File: config.mk
export PLATFORM = sky130hd
export DESIGN_NAME = mfpp_queue
export DESIGN_NICKNAME = d
export VERILOG_FILES = /design/src/mono_framebuffer_pixel_packer_macros.svh /design/src/mfpp_pkg.sv /design/src/mfpp_queue.sv
export SDC_FILE = /design/constraint.sdc
export NUM_CORES = 1
export LEC_CHECK = 0
export ABC_CLOCK_PERIOD_IN_PS = 2000
export BUFFER_PORTS_ARGS = -buffer_cell sky130_fd_sc_hd__clkbuf_2
export CAP_MARGIN = 20
export CORE_MARGIN = 8
export CORE_UTILIZATION = 42
export CTS_BUF_LIST = sky130_fd_sc_hd__clkbuf_2
export DETAILED_ROUTE_END_ITERATION = 16
export MAX_ROUTING_LAYER = met4
export SLEW_MARGIN = 20
export SYNTH_ARGS = -nofsm -noshare
export SYNTH_HDL_FRONTEND = slang
export SYNTH_SLANG_ARGS = --single-unit
File: constraint.sdc
create_clock -name clk -period 2 [get_ports clk]
set_clock_uncertainty 0.1 [all_clocks]
set_input_delay 0.2 -clock clk [delete_from_list [all_inputs] [get_ports clk]]
set_output_delay 0.2 -clock clk [all_outputs]
set_load 0.02 [all_outputs]
File: src/mono_framebuffer_pixel_packer_macros.svh
// ----------------------------------------------------------------------------
// Assertion macros for the mono frame buffer pixel packer
// Shared property wrappers, clocked on the rising edge, disabled in reset.
// ----------------------------------------------------------------------------
`ifndef MONO_FRAMEBUFFER_PIXEL_PACKER_MACROS_SVH
`define MONO_FRAMEBUFFER_PIXEL_PACKER_MACROS_SVH

// same-cycle implication
`define MFPP_ASSERT_IMP(name, clk, rst_n, ante, cons, msg) \
  name: assert property (@(posedge clk) disable iff (!rst_n) (ante) |-> (cons)) \
    else $error(msg);

// next-cycle implication
`define MFPP_ASSERT_NXT(name, clk, rst_n, ante, cons, msg) \
  name: assert property (@(posedge clk) disable iff (!rst_n) (ante) |=> (cons)) \
    else $error(msg);

`endif

File: src/mfpp_pkg.sv
// ----------------------------------------------------------------------------
// mfpp_pkg
// Shared types and constants of the mono frame buffer pixel packer.
// ----------------------------------------------------------------------------
package mfpp_pkg;

  localparam int FRAME_BYTES_DEF = 16384;
  localparam int QUEUE_DEPTH     = 4;

  localparam logic [15:0] THRESHOLD = 16'h7fff;

  typedef enum logic [1:0] {
    KIND_WRITE = 2'd0,
    KIND_READ  = 2'd1,
    KIND_FILL  = 2'd2,
    KIND_NONE  = 2'd3
  } kind_t;

  typedef struct packed {
    kind_t      kind;
    logic [2:0] pos;
    logic       pix;
    logic       status;
    logic [7:0] fill;
  } item_ctl_t;

endpackage

File: src/mfpp_queue.sv
// ----------------------------------------------------------------------------
// mfpp_queue
// Short FIFO of classified commands between front and back.
// ----------------------------------------------------------------------------
module mfpp_queue #(
  parameter int IDX_W = 14
) (
  input  logic                clk,
  input  logic                rst_n,
  input  logic                push,
  input  mfpp_pkg::item_ctl_t push_ctl,
  input  logic [IDX_W-1:0]    push_idx,
  input  logic                pop,
  output mfpp_pkg::item_ctl_t head_ctl,
  output logic [IDX_W-1:0]    head_idx,
  output logic                full,
  output logic                empty
);
  import mfpp_pkg::*;

  localparam int PTR_W = (QUEUE_DEPTH > 1) ? $clog2(QUEUE_DEPTH) : 1;
  localparam int CNT_W = $clog2(QUEUE_DEPTH + 1);
  localparam logic [PTR_W-1:0] PTR_LAST = PTR_W'(QUEUE_DEPTH - 1);

  item_ctl_t        ctl_mem [QUEUE_DEPTH];
  logic [IDX_W-1:0] idx_mem [QUEUE_DEPTH];

  logic [PTR_W-1:0] head_r, head_nxt;
  logic [PTR_W-1:0] tail_r, tail_nxt;
  logic [CNT_W-1:0] count_r, count_nxt;

  assign full     = (count_r == CNT_W'(QUEUE_DEPTH));
  assign empty    = (count_r == '0);
  assign head_ctl = ctl_mem[head_r];
  assign head_idx = idx_mem[head_r];

  always_comb begin
    head_nxt  = head_r;
    tail_nxt  = tail_r;
    count_nxt = count_r;
    if (push) begin
      tail_nxt = (tail_r == PTR_LAST) ? '0 : tail_r + PTR_W'(1);
    end
    if (pop) begin
      head_nxt = (head_r == PTR_LAST) ? '0 : head_r + PTR_W'(1);
    end
    if (push && !pop) begin
      count_nxt = count_r + CNT_W'(1);
    end else if (pop && !push) begin
      count_nxt = count_r - CNT_W'(1);
    end
  end

  always_ff @(posedge clk) begin
    if (!rst_n) begin
      head_r  <= '0;
      tail_r  <= '0;
      count_r <= '0;
    end else begin
      head_r  <= head_nxt;
      tail_r  <= tail_nxt;
      count_r <= count_nxt;
    end
  end

  always_ff @(posedge clk) begin
    if (push) begin
      ctl_mem[tail_r] <= push_ctl;
      idx_mem[tail_r] <= push_idx;
    end
  end

endmodule

==> metrics.txt <==
# TYPE chip_impl_metric gauge
chip_impl_info{name="outcome",value="complete, but fails checks"} 1
chip_impl_info{name="violations",value="setup timing"} 1
chip_impl_metric{name="route.final.wire_length",unit="um"} 8290
chip_impl_metric{name="synth_seq_area_share",unit=""} 0.788
chip_impl_metric{name="grt_usage",unit=""} 0.121
chip_impl_info{name="worst_hold_path.endpoint",value="ctl_mem[3][11]"} 1
chip_impl_metric{name="cts_clock_pin_slew_for_the_worst_setup_and_hold_paths",unit="ns"} 0.20
chip_impl_info{name="critical_path.startpoint_type",value="register"} 1
chip_impl_metric{name="peakVddDrop",unit="V"} 0.000445
chip_impl_metric{name="die_y",unit="um"} 121
chip_impl_metric{name="ys_async_sr_fraction",unit=""} 0
chip_impl_metric{name="synthesis.instances",unit=""} 195
chip_impl_metric{name="synth.cell_area",unit="mm^2"} 0.00465
chip_impl_metric{name="fmax",unit="MHz"} 448
chip_impl_metric{name="numCtsBuffers",unit=""} 17
chip_impl_metric{name="detail_route.vias_per_cell",unit=""} 4.86
chip_impl_info{name="critical_path_cell_by_cell",value="buf_12 > clkbuf_16 > mux4_2 > buf_6"} 1
chip_impl_metric{name="first_global_vias",unit=""} 2555
chip_impl_info{name="min-delay-start",value="push_ctl[11]"} 1
chip_impl_metric{name="worstPathBufferInverterCount",unit=""} 3
chip_impl_metric{name="start_util",unit=""} 0.429
chip_impl_metric{name="fillerInstances",unit=""} 858
chip_impl_metric{name="diodes",unit=""} 0
chip_impl_metric{name="worstPathRequired",unit="ns"} 1.70
chip_impl_metric{name="fin_cells",unit=""} 464
chip_impl_metric{name="drt_first_iter_violations",unit=""} 118
chip_impl_metric{name="finalPower",unit="mW"} 5.69
chip_impl_metric{name="post_drt_wl_per_cell",unit="um"} 17.9
chip_impl_info{name="timing.critical_path.to_type",value="primary output"} 1
chip_impl_metric{name="seq_area",unit="mm^2"} 0.00367
chip_impl_metric{name="first_pass_iters",unit=""} 5
chip_impl_info{name="slowest_stage",value="sky130_fd_sc_hd__mux4_2"} 1
chip_impl_metric{name="ctsLongestPathBuffers",unit=""} 2
chip_impl_metric{name="hpwlAfterDp",unit="um"} 5110
chip_impl_metric{name="hold_path_depth",unit=""} 2
chip_impl_info{name="criticalPathCategory",value="reg -> out"} 1
chip_impl_info{name="synth.most_common_cell",value="sky130_fd_sc_hd__edfxtp_1"} 1
chip_impl_info{name="synthTopCellsByArea",value="sky130_fd_sc_hd__edfxtp_1 75%, sky130_fd_sc_hd__mux4_2 14%, sky130_fd_sc_hd__dfxtp_1 3.9%, sky130_fd_sc_hd__ha_1 1.6%, sky130_fd_sc_hd__and2_1 0.67%"} 1
chip_impl_metric{name="p_per_area",unit="mW/mm^2"} 955
chip_impl_info{name="crit_family",value="multiplexers"} 1
chip_impl_metric{name="drc_errors",unit=""} 0
chip_impl_metric{name="drive_gt1_frac",unit=""} 0.420
chip_impl_info{name="rsz_0062_raised_after_global_routing",value="true"} 1
chip_impl_metric{name="setup-violations-final",unit=""} 29
chip_impl_metric{name="placed_area",unit="mm^2"} 0.00515
chip_impl_metric{name="stdcell_area",unit="mm^2"} 0.00595
chip_impl_metric{name="port_buffers",unit=""} 63
chip_impl_metric{name="clock_latency",unit="ns"} 0.60
chip_impl_metric{name="worst_r2r_setup_slack",unit="ns"} 0.23
chip_impl_metric{name="layout_min_cycle_time",unit="ns"} 2.23
chip_impl_metric{name="die_width",unit="um"} 121
chip_impl_metric{name="timing.final.ws_setup",unit="ns"} -0.231
chip_impl_metric{name="synth_enable_flop_cells",unit=""} 116
chip_impl_metric{name="leakagePower",unit="nW"} 2.09
chip_impl_metric{name="max-slew-margin-rel",unit=""} 0.457
chip_impl_metric{name="floorplan.io_pins",unit=""} 64
chip_impl_info{name="r2r-end",value="ctl_mem[0][13]"} 1
chip_impl_info{name="synth_top_cell_by_area",value="sky130_fd_sc_hd__edfxtp_1"} 1
chip_impl_metric{name="worst-r2r-cell-count",unit=""} 3
chip_impl_metric{name="finalSetupTns",unit="ns"} -5.86
chip_impl_metric{name="ys_seq_elements",unit=""} 125
chip_impl_metric{name="core_box_area",unit="mm^2"} 0.0108
chip_impl_info{name="tritoncts",value="done"} 1
chip_impl_metric{name="synthesis.yosys.warnings",unit=""} 0
chip_impl_info{name="synth_top_flop_cell",value="sky130_fd_sc_hd__edfxtp_1"} 1
chip_impl_metric{name="placement_row_count",unit=""} 38
chip_impl_metric{name="synthDominantCellAreaShare",unit=""} 0.749
chip_impl_metric{name="clock_sink_count",unit=""} 125
chip_impl_metric{name="die-area",unit="mm^2"} 0.0147
chip_impl_metric{name="cp.arrival",unit="ns"} 1.93
chip_impl_metric{name="detail-route-antenna-nets",unit=""} 0
chip_impl_metric{name="ys_types",unit=""} 25
chip_impl_metric{name="antenna_violations_before_repair",unit=""} 0
chip_impl_metric{name="avgSynthCellArea",unit="um^2"} 23.8
chip_impl_info{name="synth_common_cells",value="116 x sky130_fd_sc_hd__edfxtp_1, 28 x sky130_fd_sc_hd__mux4_2, 9 x sky130_fd_sc_hd__dfxtp_1"} 1
chip_impl_metric{name="slew_viol_final",unit=""} 0
chip_impl_metric{name="detailroute.via_count",unit=""} 2253
chip_impl_info{name="cell_at_the_root_of_the_clock_tree",value="sky130_fd_sc_hd__clkbuf_2"} 1
chip_impl_metric{name="place_inst",unit=""} 398
chip_impl_info{name="hold_path.class",value="in -> reg"} 1
chip_impl_metric{name="final_layout_worst_hold_slack",unit="ns"} 0.230
chip_impl_metric{name="design.final.nets",unit=""} 352
chip_impl_metric{name="worst_path_largest_cell_delay",unit="ns"} 0.51
chip_impl_metric{name="global_route.overflow_total",unit=""} 0
chip_impl_metric{name="gpl.final_weighted_congestion",unit=""} 0.656
chip_impl_metric{name="hold_violations",unit=""} 0
chip_impl_metric{name="min_period_over_period",unit=""} 1.12
chip_impl_info{name="reg2reg_from",value="tail_r[0]"} 1
chip_impl_metric{name="grt_first_pass_wirelength",unit="um"} 12800
chip_impl_metric{name="grt_start_max_net_pins",unit=""} 30
chip_impl_metric{name="worstMarginPinSlew",unit="ns"} 0.815
chip_impl_metric{name="worst-path-max-fanout",unit=""} 6
chip_impl_metric{name="area_growth",unit="%"} 28.0
chip_impl_metric{name="cts_htree_levels",unit=""} 4
chip_impl_metric{name="max_cap_violations",unit=""} 0
chip_impl_metric{name="multi_input_comb_area",unit="um^2"} 920
chip_impl_metric{name="synth_nets",unit=""} 235
==> power by group <==
part	switching, mW	internal, mW	total (mW)
clock	0.919	1.07	1.99
combinational	0.346	0.337	0.684
sequential	0.0396	2.97	3.01
==> worst max-delay path by stage <==
stage / end / cells after the start
finish: head_idx[4] / 4
detailed placement: count_r[2] / 8
CTS: head_ctl[6] / 3
global placement: idx_mem[0][6] / 3
floorplan: ctl_mem[2][0] / 3
global route: head_ctl[4] / 3
==> sequential cells by signal, indices dropped and copies added, names as in the netlist, named ones only <==
| name | flops |
|---|---|
| ctl_mem | 60 |
| idx_mem | 56 |
| count_r | 3 |
| head_r | 2 |
| tail_r | 2 |
==> layer usage <==
metal	up-vias	track usage	routed length, um
li1	1046	-	-
met1	1132	0.136	3590
met2	68	0.194	4140
met3	7	0.0447	479
met4	0	0.0455	77
met5	-	-	0
==> repair_timing <==
item                       CTS  global route
setup endpoints to repair   29            29
setup buffers                0             1
hold endpoints to repair   125             0
hold buffers                33             0
resized for setup            4            52
cloned                       0             1
==> cell families after synthesis <==
| family | synth area share |
|---|---|
| compound gates | 0.00538 |
| xor+xnor | 0.00377 |
| fa+ha+maj | 0.0205 |
| buf+inv | 0.0145 |
| flops | 0.788 |
| mux | 0.148 |
| simple gates | 0.0202 |
==> area by class of cell <==
type                            count  area share
Clock buffer                       17      0.0143
Clock inverter                     14      0.0406
Inverter                            4     0.00252
Multi-Input combinational cell     60       0.154
Sequential cell                   125       0.616
Tap cell                          140      0.0294
Timing Repair Buffer              104       0.142
==> cells in the final DEF (no fill, tap or decap), drive strengths merged <==
cell,instances
nor2,1
a21oi,1
buf,30
dfxtp,9
inv,6
clkinv,3
clkinvlp,3
xnor2,1
a21boi,1
ha,6
edfxtp,116
nor3,1
o21a,1
dlygate4sd3,33
mux2i,3
clkbuf,58
mux4,29
bufinv,6
nor2b,4
fa,1
o21ai,1
nor3b,3
and2,5
or3,1
xor2,1
==> stage by stage <==
stage | setup WS (ns) | util
after floorplan | 0.239 | -
after global placement | 0.258 | 0.475
after detailed placement | 0.180 | 0.475
after CTS | -0.330 | 0.537
after global routing | -0.375 | 0.549
final | -0.231 | 0.549
==> worst register-to-register path, delay by kind of cell, from the launching register on <==
kind	cells	cell delay [ns]
buf+inv	1	0.11
fa+ha+maj	1	0.15
flops	1	0.38
simple gates	1	0.66
(Power assumes the default switching activity.)
