===== config.mk =====
export PLATFORM = sky130hd
export DESIGN_NAME = mfpp_front
export DESIGN_NICKNAME = d
export VERILOG_FILES = /design/src/mono_framebuffer_pixel_packer_macros.svh /design/src/mfpp_pkg.sv /design/src/mfpp_front.sv
export SDC_FILE = /design/constraint.sdc
export NUM_CORES = 1
export LEC_CHECK = 0
export BUFFER_PORTS_ARGS = -buffer_cell sky130_fd_sc_hd__buf_2
export CAP_MARGIN = 20
export CORE_UTILIZATION = 40
export DETAILED_ROUTE_END_ITERATION = 12
export GPL_ROUTABILITY_DRIVEN = 1
export SYNTH_ARGS = -nofsm -noshare
export SYNTH_HDL_FRONTEND = slang
export SYNTH_SLANG_ARGS = --single-unit

===== constraint.sdc =====
create_clock -name clk -period 7.1 [get_ports clk]
set_input_delay 0.71 -clock clk [delete_from_list [all_inputs] [get_ports clk]]
set_output_delay 0.71 -clock clk [all_outputs]
set_load 0.005 [all_outputs]

===== src/mono_framebuffer_pixel_packer_macros.svh =====
// ----------------------------------------------------------------------------
// Assertion macros for the mono frame buffer pixel packer
// Shared property wrappers, clocked on the rising edge, disabled in reset.
// ----------------------------------------------------------------------------
`ifndef MONO_FRAMEBUFFER_PIXEL_PACKER_MACROS_SVH
`define MONO_FRAMEBUFFER_PIXEL_PACKER_MACROS_SVH

// same-cycle implication
`define MFPP_ASSERT_IMP(name, clk, rst_n, ante, cons, msg) \
  name: assert property (@(posedge clk) disable iff (!rst_n) (ante) |-> (cons)) \
    else $error(msg);

// next-cycle implication
`define MFPP_ASSERT_NXT(name, clk, rst_n, ante, cons, msg) \
  name: assert property (@(posedge clk) disable iff (!rst_n) (ante) |=> (cons)) \
    else $error(msg);

`endif


===== src/mfpp_pkg.sv =====
// ----------------------------------------------------------------------------
// mfpp_pkg
// Shared types and constants of the mono frame buffer pixel packer.
// ----------------------------------------------------------------------------
package mfpp_pkg;

  localparam int FRAME_BYTES_DEF = 16384;
  localparam int QUEUE_DEPTH     = 4;

  localparam logic [15:0] THRESHOLD = 16'h7fff;

  typedef enum logic [1:0] {
    KIND_WRITE = 2'd0,
    KIND_READ  = 2'd1,
    KIND_FILL  = 2'd2,
    KIND_NONE  = 2'd3
  } kind_t;

  typedef struct packed {
    kind_t      kind;
    logic [2:0] pos;
    logic       pix;
    logic       status;
    logic [7:0] fill;
  } item_ctl_t;

endpackage


===== src/mfpp_front.sv =====
// ----------------------------------------------------------------------------
// mfpp_front
// Accepts commands, maps pixel coordinates to a byte index and bit position,
// range checks, and pushes classified work into the queue.
// ----------------------------------------------------------------------------
module mfpp_front #(
  parameter int FRAME_BYTES = mfpp_pkg::FRAME_BYTES_DEF,
  parameter int IDX_W       = $clog2(FRAME_BYTES)
) (
  input  logic                  clk,
  input  logic                  rst_n,
  input  logic                  landscape_mode,
  input  logic [9:0]            frame_width,
  input  logic [9:0]            frame_height,
  input  logic                  in_valid,
  output logic                  in_stall,
  input  logic [1:0]            in_command,
  input  logic [8:0]            in_pixel_x,
  input  logic [8:0]            in_pixel_y,
  input  logic [15:0]           in_pixel_value,
  input  logic [13:0]           in_byte_address,
  input  logic [7:0]            in_fill_byte,
  input  logic                  q_full,
  output logic                  q_push,
  output mfpp_pkg::item_ctl_t   q_ctl,
  output logic [IDX_W-1:0]      q_idx
);
  import mfpp_pkg::*;

  localparam logic [1:0] CMD_WRITE = 2'd0;
  localparam logic [1:0] CMD_READ  = 2'd1;
  localparam logic [1:0] CMD_FILL  = 2'd2;

  logic             vld_a_r, vld_a_nxt;
  item_ctl_t        ctl_a_r, ctl_a_nxt;
  logic [15:0]      prod_a_r;
  logic [7:0]       addend_a_r, addend_nxt;
  logic [IDX_W-1:0] rdidx_a_r;

  logic             accept;
  logic             in_range;
  logic             addr_ok;
  logic [9:0]       iy;
  logic [7:0]       mul_a, mul_b;
  logic [31:0]      addr_ext;
  logic [16:0]      idx_sum;

  assign accept   = in_valid && !in_stall;
  assign in_stall = vld_a_r && q_full;
  assign q_push   = vld_a_r && !q_full;

  assign in_range = ({1'b0, in_pixel_x} < frame_width) &&
                    ({1'b0, in_pixel_y} < frame_height);
  assign iy       = frame_height - 10'd1 - {1'b0, in_pixel_y};
  assign addr_ext = 32'(in_byte_address);
  assign addr_ok  = addr_ext < 32'(FRAME_BYTES);

  always_comb begin
    ctl_a_nxt        = '0;
    ctl_a_nxt.fill   = in_fill_byte;
    ctl_a_nxt.pix    = (in_pixel_value >= THRESHOLD);
    if (landscape_mode) begin
      mul_a         = in_pixel_x[8:1];
      mul_b         = frame_height[9:2];
      addend_nxt    = iy[9:2];
      ctl_a_nxt.pos = {iy[1:0], in_pixel_x[0]};
    end else begin
      mul_a         = in_pixel_y[8:1];
      mul_b         = frame_width[9:2];
      addend_nxt    = {1'b0, in_pixel_x[8:2]};
      ctl_a_nxt.pos = {in_pixel_x[1:0], in_pixel_y[0]};
    end
    unique case (in_command)
      CMD_WRITE: begin
        ctl_a_nxt.kind   = in_range ? KIND_WRITE : KIND_NONE;
        ctl_a_nxt.status = !in_range;
      end
      CMD_READ: begin
        ctl_a_nxt.kind   = addr_ok ? KIND_READ : KIND_NONE;
        ctl_a_nxt.status = !addr_ok;
      end
      CMD_FILL: begin
        ctl_a_nxt.kind   = KIND_FILL;
        ctl_a_nxt.status = 1'b0;
      end
      default: begin
        ctl_a_nxt.kind   = KIND_NONE;
        ctl_a_nxt.status = 1'b1;
      end
    endcase
  end

  always_comb begin
    vld_a_nxt = vld_a_r;
    if (accept) begin
      vld_a_nxt = 1'b1;
    end else if (q_push) begin
      vld_a_nxt = 1'b0;
    end
  end

  always_ff @(posedge clk) begin
    if (!rst_n) begin
      vld_a_r <= 1'b0;
    end else begin
      vld_a_r <= vld_a_nxt;
    end
  end

  always_ff @(posedge clk) begin
    if (accept) begin
      ctl_a_r    <= ctl_a_nxt;
      prod_a_r   <= 16'(mul_a) * 16'(mul_b);
      addend_a_r <= addend_nxt;
      rdidx_a_r  <= addr_ext[IDX_W-1:0];
    end
  end

  // second half: finish the index and catch writes past the store
  assign idx_sum = {1'b0, prod_a_r} + 17'(addend_a_r);

  always_comb begin
    q_ctl = ctl_a_r;
    q_idx = rdidx_a_r;
    if (ctl_a_r.kind == KIND_WRITE) begin
      q_idx = idx_sum[IDX_W-1:0];
      if (32'(idx_sum) >= 32'(FRAME_BYTES)) begin
        q_ctl.kind   = KIND_NONE;
        q_ctl.status = 1'b1;
      end
    end
  end

endmodule


==> flow_metrics.py, run 1 <==
metrics = {
    "placement": {
        "io_buffers": 113,
        "gp_congestion": 0.823,
        "pre_cts_ws_ps": 1050,
        "dpl.hpwl_um": 10200,
    },
    "worst_setup_path": {
        "arrival_ps": 5750,
        "crit_path_end_kind": "flop",
        "cp_top_family": "adder cells",
        "worstSetupPathType": "in2reg",
        "crit_fanout": 20,
        "critical_path.most_common_cell": "fa_1",
        "reg2reg_depth": 3,
        "slowest_stage": "mux2i_1",
        "cpPeakStageDelay_ps": 660,
        "reg2reg_slack_ps": 5580,
        "path_buf_inv": 4,
        "crit_path_start_kind": "input port",
        "reg2reg_to": "prod_a_r[7]",
        "required_ps": 7140,
        "crit_path_cell_trace": "buf_2 -> mux2i_1 -> or2_2 -> fa_1 -> fa_1 -> inv_1 -> fa_1 -> inv_1 -> fa_1 -> inv_1 -> ha_1 -> a21oi_1 -> o21ai_1 -> o31a_1 -> a31oi_2 -> a21oi_1 -> xor2_1",
        "rr_startpoint": "vld_a_r",
    },
    "drt": {
        "drc": 0,
        "wl_per_cell_um": 14.0,
        "met3WireLength_um": 612,
        "wl_met1_um": 5690,
        "avgViaCountPerCell": 5.02,
        "wl_met2_um": 5530,
        "dr.pass1.iters": 4,
        "drt_wl_total_um": 12000,
        "ant_nets": 0,
        "highest_layer": "met4",
        "vias": 4303,
        "drt_iter0_markers": 234,
    },
    "power_and_ir_drop": {
        "pwr-share-clk": 0.145,
        "swShare": 0.400,
        "internal-power_mw": 1.03,
        "power.density_nw_per_um2": 263,
        "p_switching_uw": 685,
        "p_leak_nw": 3.22,
        "peakVddDrop_mv": 0.109,
        "p_seq_frac": 0.282,
        "combPwrFrac": 0.573,
        "power_mw": 1.71,
    },
    "floorplan": {
        "rows": 42,
        "initial_core_util": 0.417,
        "design.die.area_um2": 14500,
        "coreArea_um2": 13500,
        "ioPinCount": 114,
        "die_h_um": 121,
        "die_x_um": 121,
    },
    "finish": {
        "multi_input_area_um2": 3540,
        "fin_nets": 872,
        "fillers": 1275,
        "final_core_util": 0.482,
        "syn_to_final_growth_pct": 15.6,
        "drive_gt1_frac": 0.235,
        "register_area_um2": 1610,
        "antennaDiodeCount": 0,
    },
    "cts": {
        "cts_resized": 0,
        "cts_tree": "yes",
        "cts_sinks": 54,
        "cts_buffers": 5,
        "h-tree-depth": 2,
        "cts_hold_repair.buffers": 0,
        "clkTransAtPathRegs_ps": 70,
        "clock_path_buffers": 2,
        "post_cts_buffers": 0,
        "insertion_delay_ps": 300,
        "cts-root-buf": "clkbuf_16",
    },
    "global_route": {
        "grt_first_pass_wirelength_um": 19900,
        "grt_max_degree": 54,
        "track_usage": 0.173,
        "antenna_found_initial": 0,
        "grt-ovfl-total": 0,
        "grt_pass1_vias": 4259,
    },
    "logic_synthesis": {
        "synth_area_um2": 5630,
        "synth_cell_types": 57,
        "synth_flop_cell": "edfxtp_1",
        "synth_edf_count": 53,
        "yosysTopAreaCellShare": 0.283,
        "ys_seq_area_frac": 0.286,
        "syn_avg_cell_area_um2": 9.82,
        "synth_warnings": 0,
        "ys_ff_latch": 54,
        "synthCells": 573,
        "syn-num-nets": 764,
        "ys_async_sr_fraction": 0,
        "synth_top_cell_by_area": "edfxtp_1",
        "synth_area_leaders": "edfxtp_1 28%, ha_1 16%, fa_1 14%, inv_1 6.4%, nor2_1 4.4%",
    },
    "sta": {
        "fin_crit_sh": 0.804,
        "min_period_ps": 5710,
        "layout_setup_ws_ps": 1390,
        "fin_worst_skew_ps": 6.31,
        "hold_viol": 0,
        "slew_headroom": 0.456,
        "final.setup.tns_ps": 0,
        "tightestPinTransition_ps": 793,
        "fmax_mhz": 175,
        "setup_violations": 0,
        "slew_viol_final": 0,
        "rsz0062_at_grt": "false",
    },
    "job": {
        "cap_violations": 0,
    },
    "worst_hold_path": {
        "whs_path_depth": 1,
        "min-delay-start": "in_byte_address[0]",
        "min_to": "rdidx_a_r[0]",
        "hp-class": "in2reg",
    },
    "run_status": {
        "outcome": "finished clean",
    },
}
[cell families after synthesis]
group	Yosys count	synth area share
AOI/OAI and AO/OA	106	0.129
xor gates and xnor gates	30	0.0467
adders and majority gates	108	0.291
buffers and inverters	115	0.0854
DFF	54	0.286
muxes	24	0.0449
and+or+nand+nor	136	0.116
[through the flow]
| stage | hold slack (ps) | cell area (um2) | cells |
|---|---|---|---|
| global placement | 630 | 6350 | 850 |
| finish | 588 | 6500 | 858 |
| floorplan | 588 | 5630 | 573 |
| global route | 577 | 6500 | 858 |
| detailed placement | 657 | 6350 | 850 |
| CTS | 578 | 6500 | 858 |
[worst reg2reg max path, delay by kind of cell (launching register included)]
kind	cells	cell delay [ps]
buffers and inverters	1	520
flip-flops	1	310
AND/OR/NAND/NOR	2	290
[flip-flops by register name, summed over array words and instances (netlist names)]
name        flops
rdidx_a_r      14
ctl_a_r         3
addend_a_r      8
vld_a_r         1
q_ctl          12
prod_a_r       16
[final cells by class]
cell class                 instances  area share
clock buffer                       5      0.0192
clock inverter                     3     0.00442
inverter                          97      0.0560
sequential                        54       0.248
tap                              176      0.0339
multi-input combinational        404       0.545
timing repair buffer             119      0.0939
[cells in the mapped netlist, drive strengths merged, types with 5 or more instances]
master   instances
xor2            11
mux2             7
nor2b            7
nand2b           5
o21a             6
nand3            7
nor2            66
fa              38
inv             97
edfxtp          53
ha              70
a21o            11
a211oi           6
or2             12
mux2i           17
nor3b            5
buf             15
o21ai           32
xnor2           19
a21oi           18
nand2           19
a2111oi          5
[layer usage]
layer / up-vias / global-route usage
li1: 2150 / -
met1: 1981 / 0.233
met2: 158 / 0.295
met3: 14 / 0.0179
met4: 0 / 0.0502
met5: - / 0
[cells in the final DEF, fill, tap and decap left out, types with 3 or more instances in the layout]
cell type	instances
buf_2	113
inv_1	96
ha_1	70
nor2_1	66
edfxtp_1	53
fa_1	38
o21ai_0	24
nand2_1	19
xnor2_1	19
mux2i_1	17
a21oi_1	17
or2_2	12
xor2_1	11
a21o_1	11
nand3_1	7
o21ai_1	6
o21a_1	6
mux2_2	6
buf_4	6
nor2b_1	5
nor3b_1	5
nand2b_1	5
a2111oi_0	5
clkbuf_16	5
a221oi_1	4
a211oi_1	4
o21bai_1	4
nand4_1	4
and2_1	3
[worst max path at each step]
stage	start	end	slack, ps	cells past startpoint
2_1_floorplan	landscape_mode	prod_a_r[14]	1580	18
3_3_place_gp	landscape_mode	prod_a_r[14]	1230	17
3_5_place_dp	landscape_mode	prod_a_r[14]	1050	17
4_1_cts	landscape_mode	prod_a_r[14]	1370	17
5_1_grt	landscape_mode	prod_a_r[14]	1010	17
6_report	landscape_mode	prod_a_r[14]	1390	17
[power by group through the flow]
stage	registers (mW)	logic [mW]	clock network (mW)
floorplan	0.479	0.763	0
global placement	0.486	0.958	0
detailed placement	0.488	0.984	0
CTS	0.481	0.992	0.258
global route	0.488	1.14	0.270
finish	0.482	0.981	0.249
Note: power is estimated with default switching activity, not from simulation.
==> inputs of run 2 (changes only) <==
clock period = 4.9 ns   (was 7.1 ns; I/O delays follow)
==> flow_metrics.py, run 2 (same netlist as run 1, synthesis figures left out) <==
metrics = {
    "finish": {
        "antennaDiodeCount": 0,
        "syn_to_final_growth_pct": 24.0,
        "final_common_cell": "buf_2",
        "top_register": "prod_a_r",
        "largest_register_ff_count": 16,
        "fillers": 1253,
        "fin_nets": 912,
        "drive_gt1_frac": 0.295,
        "fin_area_um2": 6980,
        "final_cell_mix": "113 x buf_2, 95 x inv_1, 69 x ha_1",
    },
    "cts": {
        "cts_sinks": 54,
        "clock_path_buffers": 2,
        "cts_hold_repair.buffers": 0,
        "post_cts_buffers": 0,
        "insertion_delay_ps": 290,
        "cts-root-buf": "clkbuf_16",
        "h-tree-depth": 2,
        "clkTransAtPathRegs_ps": 70,
        "cts_resized": 0,
        "cts_tree": "yes",
        "cts_buffers": 5,
    },
    "sta": {
        "final.setup.tns_ps": 0,
        "min_period_ps": 4690,
        "fin_crit_sh": 0.956,
        "slew_viol_final": 0,
        "slew_headroom": 0.483,
        "tightestPinTransition_ps": 773,
        "rsz0062_at_grt": "false",
        "fin_worst_skew_ps": 6.00,
        "fmax_mhz": 213,
        "setup_violations": 0,
        "hold_viol": 0,
    },
    "power_and_ir_drop": {
        "power.density_nw_per_um2": 398,
        "p_seq_frac": 0.251,
        "swShare": 0.373,
        "pwr-share-clk": 0.148,
        "combPwrFrac": 0.601,
        "peakVddDrop_mv": 0.209,
        "internal-power_mw": 1.74,
        "p_leak_nw": 3.43,
        "p_switching_mw": 1.04,
    },
    "worst_setup_path": {
        "crit_path_end_kind": "flop",
        "crit_path_start_kind": "input port",
        "worstSetupPathType": "in2reg",
        "required_ps": 4950,
        "arrival_ps": 4730,
        "crit_fanout": 13,
        "reg2reg_depth": 3,
    },
    "floorplan": {
        "initial_core_util": 0.417,
        "die_h_um": 121,
        "design.die.area_um2": 14500,
        "die_x_um": 121,
        "ioPinCount": 114,
        "coreArea_um2": 13500,
        "rows": 42,
    },
    "global_route": {
        "use_met3": 0.0208,
        "track_usage": 0.179,
        "grt_pass1_vias": 4489,
        "antenna_found_initial": 0,
        "grt_first_pass_wirelength_um": 20600,
        "met1_usage": 0.220,
        "use_met2": 0.328,
        "top_usage_layer": "met2",
        "grt_max_degree": 54,
        "grt-ovfl-total": 0,
    },
    "drt": {
        "drt_iter0_markers": 172,
        "avgViaCountPerCell": 4.91,
        "drc": 0,
        "dr.pass1.iters": 4,
        "wl_per_cell_um": 13.7,
        "vias": 4411,
        "drt_wl_total_um": 12300,
        "ant_nets": 0,
    },
    "run_status": {
        "outcome": "finished clean",
    },
    "job": {
        "cap_violations": 0,
    },
    "worst_hold_path": {
        "whs_path_depth": 1,
        "hp-class": "in2reg",
    },
    "placement": {
        "io_buffers": 113,
        "dpl.hpwl_um": 10600,
        "gp_congestion": 0.960,
        "placed_cell_area_um2": 6800,
    },
}
==> run 2: final timing paths <==
path                            slack (ps)       startpoint             to
worst max-delay path                   210   landscape_mode   prod_a_r[14]
worst min-delay path                   370  in_fill_byte[1]       q_ctl[1]
worst max register to register        3390          vld_a_r  rdidx_a_r[13]
worst min register to register         670          vld_a_r        vld_a_r
==> run 2: critical path: stages <==
cell     delay, ps
buf_2          210
buf_12         200
mux2i_2        340
or2_4          180
fa_1           430
fa_1           500
inv_1           60
fa_1           520
inv_1           50
fa_1           490
inv_2           50
ha_4           220
a21oi_2        130
o21ai_1        100
o31a_1         330
a31oi_2        190
a21oi_1        100
xor2_1         140
==> run 2: layout make-up <==
class                      instances  area [um2]  share of cell area
tap                              176         220              0.0316
clock inverter                     2        38.8             0.00556
clock buffer                       6         139              0.0199
timing repair buffer             159         923               0.132
sequential                        54        1610               0.231
inverter                          97         364              0.0522
multi-input combinational        404        3680               0.527
==> run 2: power by group through the flow <==
stage	Combinational (mW)	Sequential (mW)	Clock (mW)
floorplan	1.15	0.694	0
CTS	1.68	0.696	0.425
global placement	1.62	0.704	0
detailed placement	1.67	0.706	0
finish	1.67	0.697	0.411
global route	1.90	0.705	0.442
==> run 2: routing by layer <==
layer  vias up  part of all wire  routed length, um
met5         -                 0                  0
met4         0             0.016                199
met1      2049              0.46               5630
li1       2237                 -                  -
met2       109              0.49               6000
met3        16             0.039                479
==> run 2: metrics by stage <==
stage / power, mW / utilization / setup WS, ps / instances / hold slack, ps
final: 2.78 / 0.517 / 213 / 898 / 367
after global routing: 3.05 / 0.517 / 15.9 / 898 / 354
after CTS: 2.80 / 0.517 / 220 / 898 / 358
after detailed placement: 2.38 / 0.503 / -96.8 / 890 / 651
after global placement: 2.33 / 0.503 / -29.8 / 890 / 629
after floorplan: 1.84 / - / 59.4 / 573 / 588
